### src/hdl/cfr_pkg.sv
// shared types and constants of the command frame receiver
package cfr_pkg;

   // frame bytes and limits
   localparam logic [7:0] SYNC_A         = 8'hAA;
   localparam logic [7:0] SYNC_B         = 8'hAF;
   localparam logic [7:0] FN_LIMIT       = 8'hF1;
   localparam logic [7:0] LEN_LIMIT      = 8'd50;
   localparam logic [7:0] ACK_ID         = 8'hEF;
   localparam logic [7:0] FN_CMD         = 8'h02;
   localparam logic [7:0] CMD_READBACK   = 8'h01;
   localparam logic [7:0] CMD_DEFAULTS   = 8'hA1;
   localparam logic [7:0] FN_PARAM_FIRST = 8'h10;
   localparam logic [7:0] FN_PARAM_LAST  = 8'h12;
   localparam logic [7:0] FN_ACK_LAST    = 8'h15;
   // sum of the fixed ack bytes AA AA EF 02
   localparam logic [7:0] ACK_HEAD_SUM   = 8'h45;
   // store position of the first payload byte
   localparam logic [6:0] PAYLOAD_BASE   = 7'd4;
   localparam logic [3:0] LAST_WORD      = 4'd8;
   localparam logic [2:0] LAST_ACK       = 3'd6;

   // result kinds
   localparam logic [1:0] KIND_ACK      = 2'd0;
   localparam logic [1:0] KIND_PARAM    = 2'd1;
   localparam logic [1:0] KIND_READBACK = 2'd2;
   localparam logic [1:0] KIND_DEFAULTS = 2'd3;

   typedef enum logic [2:0] {
      PH_IDLE,
      PH_SYNC_A,
      PH_SYNC_B,
      PH_FUNC,
      PH_PAYLOAD,
      PH_CHECK
   } parse_phase_type;

   typedef enum logic [2:0] {
      BK_IDLE,
      BK_FIRST_RD,
      BK_FIRST_CHK,
      BK_PARAM_RD,
      BK_PARAM_WR,
      BK_ACK
   } back_state_type;

   // a good frame handed from the parser to the action sequencer
   typedef struct packed {
      logic [7:0] fn;
      logic [7:0] sum;
   } job_type;

   typedef struct packed {
      logic [1:0]         kind;
      logic [7:0]         ack_byte;
      logic [4:0]         param_index;
      logic signed [15:0] param_value;
      logic               last;
   } result_type;

endpackage

### src/hdl/cfr_fifo.sv
// small register queue used between the parser, the sequencer and the result port
module cfr_fifo #(
   parameter int WIDTH = 16,
   parameter int DEPTH = 2
) (
   input  logic             clock,
   input  logic             reset,
   input  logic             push,
   input  logic [WIDTH-1:0] din,
   output logic             full,
   input  logic             pop,
   output logic [WIDTH-1:0] dout,
   output logic             empty
);
   localparam int AW = (DEPTH > 1) ? $clog2(DEPTH) : 1;

   logic [WIDTH-1:0] slot_ff [DEPTH];
   logic [AW-1:0]    wr_ptr_ff, wr_ptr_in;
   logic [AW-1:0]    rd_ptr_ff, rd_ptr_in;
   logic [AW:0]      count_ff, count_in;
   logic             do_push, do_pop;

   assign full    = (count_ff == (AW+1)'(DEPTH));
   assign empty   = (count_ff == '0);
   assign do_push = push && !full;
   assign do_pop  = pop && !empty;
   assign dout    = slot_ff[rd_ptr_ff];

   always_comb begin
      wr_ptr_in = wr_ptr_ff;
      rd_ptr_in = rd_ptr_ff;
      count_in  = count_ff;
      if (do_push) begin
         wr_ptr_in = (wr_ptr_ff == AW'(DEPTH - 1)) ? '0 : wr_ptr_ff + 1'b1;
      end
      if (do_pop) begin
         rd_ptr_in = (rd_ptr_ff == AW'(DEPTH - 1)) ? '0 : rd_ptr_ff + 1'b1;
      end
      if (do_push && !do_pop) begin
         count_in = count_ff + 1'b1;
      end else if (do_pop && !do_push) begin
         count_in = count_ff - 1'b1;
      end
   end

   always_ff @(posedge clock) begin
      if (reset) begin
         wr_ptr_ff <= '0;
         rd_ptr_ff <= '0;
         count_ff  <= '0;
      end else begin
         wr_ptr_ff <= wr_ptr_in;
         rd_ptr_ff <= rd_ptr_in;
         count_ff  <= count_in;
      end
   end

   always_ff @(posedge clock) begin
      if (do_push) begin
         slot_ff[wr_ptr_ff] <= din;
      end
   end

endmodule

### src/hdl/cfr_store.sv
// frame byte store: one write port, two registered read ports, per-entry valid bits
module cfr_store #(
   parameter int DEPTH = 64
) (
   input  logic                     clock,
   input  logic                     reset,
   input  logic                     wr_en,
   input  logic [$clog2(DEPTH)-1:0] wr_addr,
   input  logic [7:0]               wr_data,
   input  logic [$clog2(DEPTH)-1:0] rd_addr_a,
   input  logic [$clog2(DEPTH)-1:0] rd_addr_b,
   output logic [7:0]               rd_data_a,
   output logic [7:0]               rd_data_b
);
   logic [7:0]       mem [DEPTH];
   logic [DEPTH-1:0] valid_ff;
   logic [7:0]       rd_a_ff, rd_b_ff;
   logic             vld_a_ff, vld_b_ff;

   // entries never written since reset read as zero
   always_ff @(posedge clock) begin
      if (reset) begin
         valid_ff <= '0;
      end else if (wr_en) begin
         valid_ff[wr_addr] <= 1'b1;
      end
   end

   always_ff @(posedge clock) begin
      if (wr_en) begin
         mem[wr_addr] <= wr_data;
      end
      rd_a_ff <= mem[rd_addr_a];
      rd_b_ff <= mem[rd_addr_b];
   end

   always_ff @(posedge clock) begin
      if (reset) begin
         vld_a_ff <= 1'b0;
         vld_b_ff <= 1'b0;
      end else begin
         vld_a_ff <= valid_ff[rd_addr_a];
         vld_b_ff <= valid_ff[rd_addr_b];
      end
   end

   assign rd_data_a = vld_a_ff ? rd_a_ff : 8'd0;
   assign rd_data_b = vld_b_ff ? rd_b_ff : 8'd0;

endmodule

### src/hdl/cfr_front.sv
// frame parser: sync, header, payload capture and checksum test
module cfr_front #(
   parameter int STORE_DEPTH = 64
) (
   input  logic                           clock,
   input  logic                           reset,
   input  logic                           push,
   input  logic [7:0]                     rx_byte,
   output logic                           full,
   input  logic                           hold,
   output logic                           wr_en,
   output logic [$clog2(STORE_DEPTH)-1:0] wr_addr,
   output logic [7:0]                     wr_data,
   output logic                           job_push,
   output cfr_pkg::job_type               job
);
   import cfr_pkg::*;

   localparam int AW = $clog2(STORE_DEPTH);

   parse_phase_type phase_ff, phase_in;
   logic [5:0]      left_ff, left_in;
   logic [5:0]      taken_ff, taken_in;
   logic [7:0]      sum_ff, sum_in;
   logic [7:0]      fn_ff, fn_in;
   logic            accept;
   logic            wr_req;
   logic [6:0]      wr_pos;

   // payload bytes land where the sequencer reads, so they wait while it is busy
   assign full    = hold && (phase_ff == PH_PAYLOAD || phase_ff == PH_CHECK);
   assign accept  = push && !full;
   assign wr_en   = wr_req && (int'(wr_pos) < STORE_DEPTH);
   assign wr_addr = AW'(wr_pos);
   assign wr_data = rx_byte;
   assign job.fn  = fn_ff;
   assign job.sum = sum_ff;

   always_comb begin
      phase_in = phase_ff;
      left_in  = left_ff;
      taken_in = taken_ff;
      sum_in   = sum_ff;
      fn_in    = fn_ff;
      wr_req   = 1'b0;
      wr_pos   = '0;
      job_push = 1'b0;
      if (accept) begin
         phase_in = PH_IDLE;
         case (phase_ff)
            PH_IDLE: begin
               if (rx_byte == SYNC_A) begin
                  phase_in = PH_SYNC_A;
                  wr_req   = 1'b1;
                  wr_pos   = 7'd0;
                  sum_in   = rx_byte;
               end
            end
            PH_SYNC_A: begin
               if (rx_byte == SYNC_B) begin
                  phase_in = PH_SYNC_B;
                  wr_req   = 1'b1;
                  wr_pos   = 7'd1;
                  sum_in   = sum_ff + rx_byte;
               end
            end
            PH_SYNC_B: begin
               if (rx_byte < FN_LIMIT) begin
                  phase_in = PH_FUNC;
                  wr_req   = 1'b1;
                  wr_pos   = 7'd2;
                  fn_in    = rx_byte;
                  sum_in   = sum_ff + rx_byte;
               end
            end
            PH_FUNC: begin
               if (rx_byte < LEN_LIMIT) begin
                  phase_in = PH_PAYLOAD;
                  wr_req   = 1'b1;
                  wr_pos   = 7'd3;
                  left_in  = rx_byte[5:0];
                  taken_in = '0;
                  sum_in   = sum_ff + rx_byte;
               end
            end
            PH_PAYLOAD: begin
               // zero length swallows one byte and drops to idle
               if (left_ff != '0) begin
                  wr_req   = 1'b1;
                  wr_pos   = PAYLOAD_BASE + 7'(taken_ff);
                  taken_in = taken_ff + 1'b1;
                  left_in  = left_ff - 1'b1;
                  sum_in   = sum_ff + rx_byte;
                  phase_in = (left_ff == 6'd1) ? PH_CHECK : PH_PAYLOAD;
               end
            end
            PH_CHECK: begin
               wr_req   = 1'b1;
               wr_pos   = PAYLOAD_BASE + 7'(taken_ff);
               job_push = (rx_byte == sum_ff);
            end
            default: begin
               phase_in = PH_IDLE;
            end
         endcase
      end
   end

   always_ff @(posedge clock) begin
      if (reset) begin
         phase_ff <= PH_IDLE;
         left_ff  <= '0;
         taken_ff <= '0;
         sum_ff   <= '0;
         fn_ff    <= '0;
      end else begin
         phase_ff <= phase_in;
         left_ff  <= left_in;
         taken_ff <= taken_in;
         sum_ff   <= sum_in;
         fn_ff    <= fn_in;
      end
   end

endmodule

### src/hdl/cfr_back.sv
// action sequencer: turns a good frame into result items
module cfr_back #(
   parameter int STORE_DEPTH = 64
) (
   input  logic                           clock,
   input  logic                           reset,
   input  logic                           job_empty,
   input  cfr_pkg::job_type               job,
   output logic                           job_pop,
   output logic [$clog2(STORE_DEPTH)-1:0] rd_addr_a,
   output logic [$clog2(STORE_DEPTH)-1:0] rd_addr_b,
   input  logic [7:0]                     rd_data_a,
   input  logic [7:0]                     rd_data_b,
   output logic                           res_push,
   output cfr_pkg::result_type            res,
   input  logic                           res_full,
   output logic                           busy
);
   import cfr_pkg::*;

   localparam int AW = $clog2(STORE_DEPTH);

   back_state_type state_ff, state_in;
   logic [7:0]     fn_ff, fn_in;
   logic [7:0]     sum_ff, sum_in;
   logic [3:0]     word_ff, word_in;
   logic [2:0]     ack_ff, ack_in;
   logic [6:0]     hi_pos;
   logic [7:0]     ack_val;

   // word k sits at payload bytes 2k and 2k+1
   assign hi_pos    = PAYLOAD_BASE + {2'b00, word_ff, 1'b0};
   assign rd_addr_a = AW'(hi_pos);
   assign rd_addr_b = AW'(hi_pos + 7'd1);
   assign busy      = (state_ff != BK_IDLE);

   always_comb begin
      case (ack_ff)
         3'd0:    ack_val = SYNC_A;
         3'd1:    ack_val = SYNC_A;
         3'd2:    ack_val = ACK_ID;
         3'd3:    ack_val = FN_CMD;
         3'd4:    ack_val = fn_ff;
         3'd5:    ack_val = sum_ff;
         default: ack_val = ACK_HEAD_SUM + fn_ff + sum_ff;
      endcase
   end

   always_comb begin
      state_in = state_ff;
      fn_in    = fn_ff;
      sum_in   = sum_ff;
      word_in  = word_ff;
      ack_in   = ack_ff;
      job_pop  = 1'b0;
      res_push = 1'b0;
      res      = '0;
      case (state_ff)
         BK_IDLE: begin
            if (!job_empty) begin
               job_pop = 1'b1;
               fn_in   = job.fn;
               sum_in  = job.sum;
               word_in = '0;
               ack_in  = '0;
               if (job.fn == FN_CMD) begin
                  state_in = BK_FIRST_RD;
               end else if (job.fn >= FN_PARAM_FIRST && job.fn <= FN_PARAM_LAST) begin
                  state_in = BK_PARAM_RD;
               end else if (job.fn > FN_PARAM_LAST && job.fn <= FN_ACK_LAST) begin
                  state_in = BK_ACK;
               end
            end
         end
         BK_FIRST_RD: begin
            state_in = BK_FIRST_CHK;
         end
         BK_FIRST_CHK: begin
            res.last = 1'b1;
            if (rd_data_a == CMD_READBACK) begin
               res.kind = KIND_READBACK;
               res_push = !res_full;
               if (!res_full) begin
                  state_in = BK_IDLE;
               end
            end else if (rd_data_a == CMD_DEFAULTS) begin
               res.kind = KIND_DEFAULTS;
               res_push = !res_full;
               if (!res_full) begin
                  state_in = BK_IDLE;
               end
            end else begin
               state_in = BK_IDLE;
            end
         end
         BK_PARAM_RD: begin
            state_in = BK_PARAM_WR;
         end
         BK_PARAM_WR: begin
            res.kind        = KIND_PARAM;
            res.param_index = 5'(fn_ff[1:0]) * 5'd9 + 5'(word_ff);
            res.param_value = {rd_data_a, rd_data_b};
            res_push        = !res_full;
            if (!res_full) begin
               if (word_ff == LAST_WORD) begin
                  state_in = BK_ACK;
               end else begin
                  word_in  = word_ff + 1'b1;
                  state_in = BK_PARAM_RD;
               end
            end
         end
         BK_ACK: begin
            res.kind     = KIND_ACK;
            res.ack_byte = ack_val;
            res.last     = (ack_ff == LAST_ACK);
            res_push     = !res_full;
            if (!res_full) begin
               if (ack_ff == LAST_ACK) begin
                  state_in = BK_IDLE;
               end else begin
                  ack_in = ack_ff + 1'b1;
               end
            end
         end
         default: begin
            state_in = BK_IDLE;
         end
      endcase
   end

   always_ff @(posedge clock) begin
      if (reset) begin
         state_ff <= BK_IDLE;
      end else begin
         state_ff <= state_in;
      end
   end

   always_ff @(posedge clock) begin
      fn_ff   <= fn_in;
      sum_ff  <= sum_in;
      word_ff <= word_in;
      ack_ff  <= ack_in;
   end

endmodule

### src/hdl/command_frame_receiver.sv
// command frame receiver: byte parser, frame store, action sequencer and result queue
// throughput: one byte per cycle; payload and checksum bytes wait while a frame is acted on
// after the checksum byte, ack-only frames go straight to their ack items, the rest first
// wait on a registered store read; a parameter frame gives 16 items, a store read and a
// write state per word, and waits while the result queue stays full
// reset: synchronous, clears parser, queues and store valid bits directly, no clearing pass
module command_frame_receiver #(
   parameter int STORE_DEPTH = 64
) (
   input  logic        clock,
   input  logic        reset,
   // input channel
   input  logic        push,
   output logic        full,
   input  logic [7:0]  req_rx_byte,
   // result channel
   output logic        empty,
   input  logic        pop,
   output logic [1:0]  rsp_out_kind,
   output logic [7:0]  rsp_ack_byte,
   output logic [4:0]  rsp_param_index,
   output logic signed [15:0] rsp_param_value,
   output logic        rsp_last
);
   import cfr_pkg::*;

   localparam int AW      = $clog2(STORE_DEPTH);
   localparam int JOB_W   = $bits(job_type);
   localparam int RES_W   = $bits(result_type);

   // parser to store
   logic          st_wr_en;
   logic [AW-1:0] st_wr_addr;
   logic [7:0]    st_wr_data;
   // sequencer to store
   logic [AW-1:0] st_rd_addr_a, st_rd_addr_b;
   logic [7:0]    st_rd_data_a, st_rd_data_b;
   // job queue between the two halves
   logic          job_push, job_pop, job_full, job_empty;
   job_type       job_in, job_out;
   logic [JOB_W-1:0] job_dout;
   // result queue
   logic          res_push, res_full;
   result_type    res_in, res_out;
   logic [RES_W-1:0] res_dout;
   // sequencer busy or a frame waiting for it
   logic          back_busy;
   logic          hold;

   assign hold = back_busy || !job_empty;

   // front: sync hunt, header checks, payload capture, checksum
   cfr_front #(
      .STORE_DEPTH(STORE_DEPTH)
   ) u_front (
      .clock    (clock),
      .reset    (reset),
      .push     (push),
      .rx_byte  (req_rx_byte),
      .full     (full),
      .hold     (hold),
      .wr_en    (st_wr_en),
      .wr_addr  (st_wr_addr),
      .wr_data  (st_wr_data),
      .job_push (job_push),
      .job      (job_in)
   );

   // frame byte store, byte i of the frame at address i
   cfr_store #(
      .DEPTH(STORE_DEPTH)
   ) u_store (
      .clock     (clock),
      .reset     (reset),
      .wr_en     (st_wr_en),
      .wr_addr   (st_wr_addr),
      .wr_data   (st_wr_data),
      .rd_addr_a (st_rd_addr_a),
      .rd_addr_b (st_rd_addr_b),
      .rd_data_a (st_rd_data_a),
      .rd_data_b (st_rd_data_b)
   );

   // good frames waiting for the sequencer
   cfr_fifo #(
      .WIDTH(JOB_W),
      .DEPTH(2)
   ) u_job_q (
      .clock (clock),
      .reset (reset),
      .push  (job_push),
      .din   (job_in),
      .full  (job_full),
      .pop   (job_pop),
      .dout  (job_dout),
      .empty (job_empty)
   );

   assign job_out = job_type'(job_dout);

   // back: reads parameter words, decodes commands and builds the ack frame
   cfr_back #(
      .STORE_DEPTH(STORE_DEPTH)
   ) u_back (
      .clock     (clock),
      .reset     (reset),
      .job_empty (job_empty),
      .job       (job_out),
      .job_pop   (job_pop),
      .rd_addr_a (st_rd_addr_a),
      .rd_addr_b (st_rd_addr_b),
      .rd_data_a (st_rd_data_a),
      .rd_data_b (st_rd_data_b),
      .res_push  (res_push),
      .res       (res_in),
      .res_full  (res_full),
      .busy      (back_busy)
   );

   // result items wait here until popped
   cfr_fifo #(
      .WIDTH(RES_W),
      .DEPTH(4)
   ) u_res_q (
      .clock (clock),
      .reset (reset),
      .push  (res_push),
      .din   (res_in),
      .full  (res_full),
      .pop   (pop),
      .dout  (res_dout),
      .empty (empty)
   );

   assign res_out         = result_type'(res_dout);
   assign rsp_out_kind    = res_out.kind;
   assign rsp_ack_byte    = res_out.ack_byte;
   assign rsp_param_index = res_out.param_index;
   assign rsp_param_value = res_out.param_value;
   assign rsp_last        = res_out.last;

   // payload bytes never overwrite the store while a frame is being acted on
   assert property (@(posedge clock) disable iff (reset)
      (st_wr_en && st_wr_addr >= AW'(PAYLOAD_BASE)) |-> !hold)
      else $error("payload write while sequencer reads the store");

   // at most one good frame is ever queued
   assert property (@(posedge clock) disable iff (reset)
      job_push |-> (job_empty && !job_full))
      else $error("good frame while another is pending");

   // the sequencer only pushes into a result queue with room
   assert property (@(posedge clock) disable iff (reset)
      res_push |-> !res_full)
      else $error("result pushed into a full queue");

endmodule

### config.mk
export PLATFORM = sky130hd
export DESIGN_NAME = command_frame_receiver
export DESIGN_NICKNAME = d
export VERILOG_FILES = /design/src/hdl/cfr_pkg.sv /design/src/hdl/cfr_fifo.sv /design/src/hdl/cfr_store.sv /design/src/hdl/cfr_front.sv /design/src/hdl/cfr_back.sv /design/src/hdl/command_frame_receiver.sv
export SDC_FILE = /design/constraint.sdc
export NUM_CORES = 1
export LEC_CHECK = 0
export ABC_CLOCK_PERIOD_IN_PS = 3200
export BUFFER_PORTS_ARGS = -buffer_cell sky130_fd_sc_hd__buf_2
export CAP_MARGIN = 20
export CORE_MARGIN = 2
export CORE_UTILIZATION = 35
export DETAILED_ROUTE_END_ITERATION = 12
export PLACE_DENSITY = 0.53
export SETUP_SLACK_MARGIN = 0.3
export SKIP_LAST_GASP = 1
export SYNTH_ARGS = -nofsm -noshare
export SYNTH_HDL_FRONTEND = slang
export SYNTH_SLANG_ARGS = --single-unit
### constraint.sdc
create_clock -name clock -period 3.2 [get_ports clock]
set_input_delay 0.48 -clock clock [delete_from_list [all_inputs] [get_ports clock]]
set_output_delay 0.48 -clock clock [all_outputs]
set_load 0.005 [all_outputs]
==> summary.md, run 1 <==
| Metric | Value |
|---|---|
| CP arrival | `2.29 ns` |
| Vias in the first global route | `15,300` |
| Io pins | `46` |
| Clk_lat worst skew | `0.61 ns` |
| CTS Sinks | `681` |
| Vias/cell | `5.15` |
| FFs w/ async S/R, synth | `0%` |
| Final setup vio count | `0` |
| Rows | `103` |
| CP startpoint kind | `register` |
| Avg Inst Size Synth | `16.7 um^2` |
| Worst R2R Setup Slack | `0.43 ns` |
| First-pass GRT wire length | `a little under 100,000 um` |
| Max Root-Sink Buffers | `3` |
| Ratio of cells with drive above 1 in the final layout | `26.1%` |
| Die ar. | `81,900 um^2` |
| Post-synth EDFFs | `567` |
| Hold Buf Count CTS | `0` |
| Total number of vias | `15,100` |
| Pleak | `0.0107 uW` |
| Rel. slew slack | `a little over half` |
| Largest area contributor in the netlist | `edfxtp_1` |
| Synth Flop Type | `edfxtp_1` |
| CP Capture Type | `output pin` |
| Clock Skews | `0.0269 ns` |
| Total track usage | `16.3%` |
| ANT nets after route | `0` |
| Maximum number of pins on one net before global-route repair | `a little under 80` |
| Clock root cell | `clkbuf_16` |
| Endpoint, Worst Hold | `u_store.mem[14][6]` |
| Netlist Area Pre-Place | `27,900 um^2` |
| Fin crit period | `between 2 and 3 ns` |
| Post-synth cell types | `77` |
| Critical Path RT | `2.72 ns` |
| N_diodes | `0` |
| Maximum vdd drop | `~0.00043 V` |
| Post-synthesis register bit count | `681` |
| Drt pass-1 iters | `5` |
| Worst Tran Pin Value | `0.695 ns` |
| Post-CTS Setup Bufs | `0` |
| Setup Total Neg Slack | `0 ns` |
| Die Ht | `~290 um` |
| Outcome | `complete, no violations` |
| Pre-CTS setup slack | `approximately 0.25 ns` |
| Worst Hold Depth | `1` |
| Ys Warns | `0` |
| Initial antenna violation count | `2` |
| Drt drc | `0` |
| Number of H-tree levels | `3` |
| Crit path max fanout | `12` |
| Fmax | `0.360 GHz` |
| Port Buffers | `45` |
| Synth area leaders | `edfxtp_1 61%, mux4_2 13%, dfxtp_1 8.2%, nor2_1 2.4%, ha_1 1.9%` |
| Detailed Route Iter0 Violations | `1,279` |
| CORE AREA | `78,900 um^2` |
| Reg2reg start | `u_back.state_ff[2]` |
| Synth Instances | `between 1,500 and 2,000` |
| Layout overhead on the synthesized area | `16.2%` |
| Detailed-route wire length | `roughly 66,000 um` |
| Min-Delay Startpoint | `req_rx_byte[6]` |
| Nets | `1,878` |
| Critical path class | `reg2out` |
| CTS tree | `yes` |
| Post-synthesis sequential area ratio | `69.3%` |
| DP HPWL | `44,300 um` |
| Post-route setup slack | `0.426 ns` |
| Final Wtd Congestion | `between 0.8 and 0.9` |
| Wirelength per Cell | `22.6 um` |
| Hold WC Path Type | `in2reg` |
| Share of the synthesized area in the top cell type | `61.1%` |
| Die width | `roughly 290 um` |
| Initial Util | `a little over a third` |
| Pwr dens | `776 nW/um^2` |
| Overflow after GRT | `0` |
| Final hold violations | `0` |
| Final Max Slew Viols | `0` |
| Unrepaired setup endpoints after global routing | `false` |
| CTS clk-pin slew, worst paths | `around 0.070 ns` |
| Maxcap violations | `0` |
| Final period util | `86.7%` |
| Syn nets | `~1,700` |
| FF-to-FF End | `u_store.mem[59][6]` |
| Num CTS Buffers | `70` |
| Reg2reg path depth | `8` |
layer usage:
metal | up-vias | GRT usage (%) | routed length (um)
met5 | - | 0 | 8
met4 | 2 | 4.57 | 1710
met3 | 113 | 3.28 | 3440
met2 | 436 | 25.0 | 29900
met1 | 7664 | 23.5 | 31200
li1 | 6854 | - | -
cell families after synthesis:
family | Yosys count | synth area share [%]
xor gates and xnor gates | 28 | 0.907
AOI/OAI and AO/OA | 200 | 4.57
muxes | 207 | 14.6
and+or+nand+nor | 379 | 6.62
buffers and inverters | 125 | 1.78
DFF | 681 | 69.3
adders and majority gates | 47 | 2.22
stage by stage:
step | util [%] | total power [uW] | hold slack (ns) | instance area (um^2) | std cells
after global placement | 38.1 | 17400 | 0.438 | 30100 | 2797
after floorplan | - | 15000 | 0.425 | 27900 | 1667
after global routing | 41.0 | 26300 | 0.136 | 32400 | 2926
final | 41.0 | 25100 | 0.164 | 32400 | 2926
after detailed placement | 38.1 | 17500 | 0.449 | 30100 | 2797
after CTS | 41.0 | 25400 | 0.124 | 32300 | 2926
area by class of cell:
cell class | count | area, um^2
fill | 7165 | 46500
inverter | 39 | 146
clock buffer | 98 | 1980
multi-input combinational | 861 | 8130
sequential | 681 | 19300
tap | 1050 | 1310
clock inverter | 31 | 249
timing repair buffer | 166 | 1220
critical path, cell delays in order (launching register included):
cell and delay, ns:
dfxtp_1 0.41, or3_1 0.57, o21ai_2 0.32, buf_4 0.19
inv_1 0.07, buf_2 0.13
flip-flops by register name, summed over array words and instances, names as in the netlist, 3 cells and up, named ones only:
| name | flops |
|---|---|
| u_store.mem | 384 |
| u_job_q.slot_ff | 32 |
| u_back.word_ff | 4 |
| u_front.fn_ff | 8 |
| u_store.rd_a_ff | 8 |
| u_front.sum_ff | 8 |
| u_front.taken_ff | 6 |
| u_front.left_ff | 6 |
| u_store.rd_b_ff | 8 |
| u_res_q.slot_ff | 128 |
| u_res_q.count_ff | 3 |
| u_back.fn_ff | 8 |
| u_back.ack_ff | 3 |
| u_back.sum_ff | 8 |
| u_back.state_ff | 3 |
| u_store.valid_ff | 48 |
| u_front.phase_ff | 3 |
worst max path at each step:
stage / start / to / slack, ns / depth (start not counted)
after floorplan: u_front.left_ff[0] / u_store.mem[9][0] / 0.32 / 8
after global routing: u_back.fn_ff[1] / u_res_q.slot_ff[2][29] / 0.31 / 10
after CTS: u_front.left_ff[0] / u_store.mem[34][3] / 0.31 / 9
after global placement: req_rx_byte[2] / u_store.mem[34][0] / 0.27 / 7
after detailed placement: req_rx_byte[2] / u_store.mem[34][5] / 0.25 / 7
final: u_back.state_ff[2] / full / 0.43 / 5
repair_timing:
| action | CTS | global route |
|---|---|---|
| setup endpoints to repair | 29 | 306 |
| gates resized for setup | 2 | 14 |
| pin swaps | 0 | 0 |
cells in the mapped netlist (all sizes together), types with 11 or more instances:
| library cell | instances |
|---|---|
| nand3 | 11 |
| edfxtp | 567 |
| mux4 | 158 |
| inv | 39 |
| and3 | 28 |
| o21ai | 41 |
| dfxtp | 114 |
| ha | 43 |
| xnor2 | 16 |
| or3 | 12 |
| a21oi | 94 |
| nand2 | 62 |
| xor2 | 12 |
| mux2i | 34 |
| buf | 29 |
| mux2 | 15 |
| nor3 | 32 |
| nor2 | 177 |
| clkbuf | 57 |
report_power, final:
group | internal [uW] | switching (uW)
sequential | 9970 | 315
clock | 4600 | 3330
combinational | 3160 | 3730
total | 17700 | 7370
placed cells by master (no fill, tap or decap), types with 13 or more instances in the layout:
cell type / netlist / layout
buf_2: 21 / 44
ha_1: 43 / 42
xnor2_1: 16 / 16
nor2_1: 177 / 176
nor3_1: 19 / 18
a21oi_1: 94 / 93
mux2i_1: 34 / 34
buf_4: 0 / 115
nor3_2: 13 / 13
nand2_1: 62 / 60
inv_1: 39 / 39
and3_1: 28 / 27
clkbuf_16: 0 / 73
mux2_2: 15 / 15
o21ai_0: 40 / 40
clkbuf_1: 57 / 18
mux4_2: 158 / 158
edfxtp_1: 567 / 567
dfxtp_1: 114 / 113
No activity file was read; power rests on OpenSTA's default activity.
==> inputs of run 2 (changes only) <==
Settings changed: MAX_ROUTING_LAYER set to met4.
==> summary.md, run 2 (same netlist as run 1, synthesis figures left out) <==
| Metric | Value |
|---|---|
| Outcome | `complete, no violations` |
| Rel. slew slack | `around 53%` |
| Overflow after GRT | `0` |
| Max reg flops | `384` |
| Io pins | `46` |
| Reg2reg start | `u_back.state_ff[2]` |
| Fillers | `about 7,000` |
| Maxcap violations | `0` |
| Register share of total power | `40.9%` |
| Pleak | `0.0107 uW` |
| Drt drc | `0` |
| Clock Skews | `0.0279 ns` |
| Critical path class | `reg2reg` |
| Port Buffers | `45` |
| Vias in the first global route | `15,300` |
| Layout overhead on the synthesized area | `16.2%` |
| Vias/cell | `a little over 5` |
| CTS Sinks | `681` |
| Internal | `~18,000 uW` |
| FF-to-FF End | `u_store.mem[59][3]` |
| Ratio of cells with drive above 1 in the final layout | `a little over a quarter` |
| Num CTS Buffers | `70` |
| Final hold violations | `0` |
| Die Ht | `286 um` |
| Initial antenna violation count | `2` |
| CTS tree | `yes` |
| Nets | `between 1,500 and 2,000` |
| Clock share of power | `a little under a third` |
| Biggest cell delay along the critical path | `0.57 ns` |
| Worst Hold Depth | `1` |
| Hold Buf Count CTS | `0` |
| Total track usage | `16.8%` |
| Detailed Route Iter0 Violations | `1,286` |
| Hold WC Path Type | `in2reg` |
| Comb pwr share | `between 20% and 30%` |
| Maximum number of pins on one net before global-route repair | `77` |
| Fmax | `0.360 GHz` |
| Dpl cells | `approximately 2,800` |
| Post-route setup slack | `0.420 ns` |
| Endpoint, Worst Hold | `u_store.mem[14][6]` |
| Drt pass-1 iters | `5` |
| Setup Total Neg Slack | `0 ns` |
| Crit path max fanout | `12` |
| Number of H-tree levels | `3` |
| Worst Tran Pin Value | `0.702 ns` |
| CORE AREA | `78,900 um^2` |
| Final period util | `86.9%` |
| Min-Delay Startpoint | `req_rx_byte[6]` |
| ANT nets after route | `0` |
| Final core utilization | `41.0%` |
| CP max stage cell | `or3_1` |
| Hold_ws | `0.159 ns` |
| Die width | `~290 um` |
| Final Max Slew Viols | `0` |
| CP startpoint kind | `register` |
| Wirelength per Cell | `approximately 23 um` |
| Most flops, register | `u_store.mem` |
| Pwr dens | `776 nW/um^2` |
| Critical Path RT | `3.49 ns` |
| Reg2reg path depth | `8` |
| Top flop regs | `u_store.mem x384, u_res_q.slot_ff x128, u_store.valid_ff x48` |
| Clk_lat worst skew | `0.61 ns` |
| Max Root-Sink Buffers | `3` |
| Rows | `103` |
| Fin crit period | `2.78 ns` |
| CTS clk-pin slew, worst paths | `0.07 ns` |
| Psw | `7390 uW` |
| Worst R2R Setup Slack | `0.42 ns` |
| Most numerous cell on the critical path | `buf_4` |
| DP HPWL | `approximately 44,000 um` |
| Pre-CTS setup slack | `0.248 ns` |
| Final Wtd Congestion | `0.864` |
| CP arrival | `3.07 ns` |
| Sw Ratio | `29.4%` |
| Clock root cell | `clkbuf_16` |
| Worst path cell trace | `or3_1 > o21ai_2 > buf_4 > and2_1 > nand3_1 > buf_4 > nor2_1 > buf_4` |
| First-pass GRT wire length | `99,500 um` |
| Die ar. | `approximately 82,000 um^2` |
| Final setup vio count | `0` |
| Fin cells | `2,927` |
| Total number of vias | `15,100` |
| Maximum vdd drop | `0.000435 V` |
| Initial Util | `approximately a third` |
| Commonest non-fill, non-tap cell in the layout | `edfxtp_1` |
| Detailed-route wire length | `approximately 66,000 um` |
| Unrepaired setup endpoints after global routing | `false` |
| CP Capture Type | `register` |
| Most frequent cells in the layout | `567 x edfxtp_1, 176 x nor2_1, 158 x mux4_2, 115 x buf_4, 113 x dfxtp_1` |
run 2: changes by cell type in the layout (fill, tap and decap cells not counted):
cell | before | now
diode_2 | 0 | 1
run 2: layout make-up:
type                    count  area [um^2]  area share (%)
diodes                      1         2.50         0.00773
clock buffers              98         1980            6.13
clock inverters            31          249           0.769
inverters                  39          146           0.452
multi-input cells         861         8130            25.1
flip-flops and latches    681        19300            59.7
well taps                1050         1310            4.06
repair buffers            166         1220            3.78
run 2: worst max path at each step:
stage | start | slack, ns | end | depth (start not counted)
floorplan | u_front.left_ff[0] | 0.32 | u_store.mem[9][0] | 8
global placement | req_rx_byte[2] | 0.27 | u_store.mem[34][0] | 7
detailed placement | req_rx_byte[2] | 0.25 | u_store.mem[34][5] | 7
CTS | u_front.left_ff[0] | 0.31 | u_store.mem[34][3] | 9
global route | u_back.fn_ff[1] | 0.31 | u_res_q.slot_ff[2][29] | 10
finish | u_back.state_ff[2] | 0.42 | u_store.mem[59][3] | 8
run 2: critical path, delay by kind of cell (launching register included):
family,cells,cell delay (ns)
compound gates,1,0.32
flops,1,0.41
buf+inv,3,0.61
simple gates,4,1.13
run 2: power groups by stage:
stage	combinational, uW	clock [uW]	sequential (uW)
floorplan	4720	0	10300
global placement	6960	0	10500
detailed placement	6980	0	10500
CTS	6990	8150	10300
global route	7480	8510	10300
finish	6900	7940	10300
run 2: per-stage QoR:
step	power, uW	area [um^2]
after detailed placement	17500	30100
final	25100	32400
after CTS	25400	32300
after global placement	17400	30100
after floorplan	15000	27900
after global routing	26300	32400
run 2: timing repair:
item,4_1_cts,5_1_grt
setup endpoints to repair,29,309
cloned,0,0
setup buffers,0,0
gates resized for setup,2,14
run 2: metal layers:
metal | up-vias | track usage, % | wire length [um]
met5 | - | - | 0
met4 | 0 | 4.38 | 1600
met3 | 112 | 3.33 | 3420
met2 | 433 | 25.0 | 30000
met1 | 7692 | 23.6 | 31300
li1 | 6855 | - | -
==> inputs of run 3 (changes only) <==
Settings changed: ABC_CLOCK_PERIOD_IN_PS 3200 to 2300, PLACE_DENSITY 0.53 to 0.55.
Clock period 3.2 ns to 2.3 ns, I/O delays scaled along.
==> summary.md, run 3 (same netlist as run 1, synthesis figures left out) <==
| Metric | Value |
|---|---|
| Outcome | `complete, but fails checks` |
| Failing checks | `setup timing` |
| First-pass GRT wire length | `approximately 110,000 um` |
| Post-route setup slack | `-0.186 ns` |
| Fin crit period | `~2.5 ns` |
| CORE AREA | `78,900 um^2` |
| Detailed-route wire length | `71,100 um` |
| Clk_lat worst skew | `0.61 ns` |
| CP arrival | `3.03 ns` |
| Detailed Route Iter0 Violations | `roughly 1,200` |
| Dpl cells | `2,896` |
| Most frequent cells in the layout | `567 x edfxtp_1, 169 x buf_4, 158 x mux4_2, 121 x nor2_1, 97 x dfxtp_1` |
| ANT nets after route | `0` |
| Psw | `11,800 uW` |
| Final Max Slew Viols | `0` |
| Wirelength per Cell | `~23 um` |
| Clock root cell | `clkbuf_16` |
| Io pins | `46` |
| Clock share of power | `28.3%` |
| CP Capture Type | `register` |
| Vias in the first global route | `16,400` |
| CP startpoint kind | `register` |
| CP Launch Point | `u_store.rd_a_ff[3]` |
| Top flop regs | `u_store.mem x384, u_res_q.slot_ff x128, u_store.valid_ff x48` |
| Hold_ws | `0.0806 ns` |
| Total number of vias | `about 16,000` |
| Die width | `around 290 um` |
| Initial antenna violation count | `3` |
| DP HPWL | `45,600 um` |
| Total track usage | `17.9%` |
| Fin cells | `3,118` |
| Final core utilization | `46.7%` |
| Fmax | `0.402 GHz` |
| Nets | `2,071` |
| Most flops, register | `u_store.mem` |
| Layout overhead on the synthesized area | `32.2%` |
| Number of H-tree levels | `3` |
| Final setup vio count | `314` |
| Unrepaired setup endpoints after global routing | `true` |
| Rows | `103` |
| Commonest non-fill, non-tap cell in the layout | `edfxtp_1` |
| Initial Util | `35.3%` |
| Final period util | `108%` |
| Hold Buf Count CTS | `0` |
| Max reg flops | `384` |
| Final Wtd Congestion | `0.815` |
| Die Ht | `286 um` |
| Placed cell areas | `31,900 um^2` |
| CTS tree | `yes` |
| Drt pass-1 iters | `7` |
| Rel. slew slack | `50.4%` |
| Min-Delay Startpoint | `req_rx_byte[2]` |
| Final hold violations | `0` |
| Sw Ratio | `30.3%` |
| Worst Tran Pin Value | `around 0.74 ns` |
| Critical path class | `reg2reg` |
| Hold WC Path Type | `in2reg` |
| Num CTS Buffers | `70` |
| Max Root-Sink Buffers | `3` |
| CTS clk-pin slew, worst paths | `0.06 ns` |
| Clock Skews | `0.0205 ns` |
| Die ar. | `roughly 82,000 um^2` |
| Ratio of cells with drive above 1 in the final layout | `44.2%` |
| Register share of total power | `36.4%` |
| Pwr dens | `1060 nW/um^2` |
| Maximum number of pins on one net before global-route repair | `between 50 and 60` |
| Reg2reg start | `u_store.rd_a_ff[3]` |
| Pleak | `about 0.012 uW` |
| Internal | `27,100 uW` |
| Comb pwr share | `a little over a third` |
| Port Buffers | `45` |
| Maxcap violations | `0` |
| Drt drc | `0` |
| Vias/cell | `5.15` |
| Overflow after GRT | `0` |
| Maximum vdd drop | `between 0.0006 and 0.0007 V` |
| Design Power | `38,900 uW` |
| Final instance area | `36,800 um^2` |
| Critical Path RT | `2.84 ns` |
| CTS Sinks | `681` |
| Crit path max fanout | `2` |
-- run 3: repair_timing --
action / CTS / global route
buffers inserted: 55 / 17
gates cloned: 13 / 9
pin swaps: 112 / 49
resized for setup: 266 / 79
setup endpoints to repair: 719 / 737
-- run 3: routing by layer --
layer  global-route usage (%)  up-vias  wire [um]
li1                         -     7260          -
met1                     24.6     8222      31800
met2                     27.9      462      34400
met3                     3.00      105       3470
met4                     4.02        0       1400
met5                        -        -          0
-- run 3: layout make-up --
class                           instances  area (um^2)
Sequential cell                       681        19300
Clock inverter                         30          268
Tap cell                             1050         1310
Multi-Input combinational cell        861         9650
Clock buffer                           97         1980
Timing Repair Buffer                  359         4110
Inverter                               39          151
Antenna cell                            1         2.50
Fill cell                            6720        42100
-- run 3: critical path, cell delays in order, from the launching register on --
cell      delay (ns)
dfxtp_2         0.32
nor4b_2         0.26
buf_4           0.16
nand4b_1        0.13
a21o_1          0.23
a21oi_4         0.14
ha_2            0.20
inv_2           0.04
fa_2            0.34
xor2_1          0.15
or3_1           0.31
a21oi_1         0.12
-- run 3: path summary, 6_finish.rpt --
kind / endpoint / slack [ns] / cells past startpoint
max: u_res_q.count_ff[2] / -0.19 / 11
min: u_store.mem[13][2] / 0.08 / 1
max reg2reg: u_res_q.count_ff[2] / -0.19 / 11
min reg2reg: u_job_q.slot_ff[1][15] / 0.47 / 0
-- run 3: power by group through the flow --
stage	Sequential, uW	Clock, uW	Combinational, uW
floorplan	14300	0	6620
global placement	14500	0	10600
detailed placement	14500	0	10600
CTS	14200	11300	13300
global route	14200	11700	14600
finish	14200	11000	13700
-- run 3: per-stage QoR --
step	setup TNS, ns	setup WS (ns)
final	-16.60	-0.186
after global routing	-57.12	-0.323
after detailed placement	-88.18	-0.444
after global placement	-69.60	-0.461
after CTS	-16.54	-0.210
after floorplan	-8.22	-0.0997
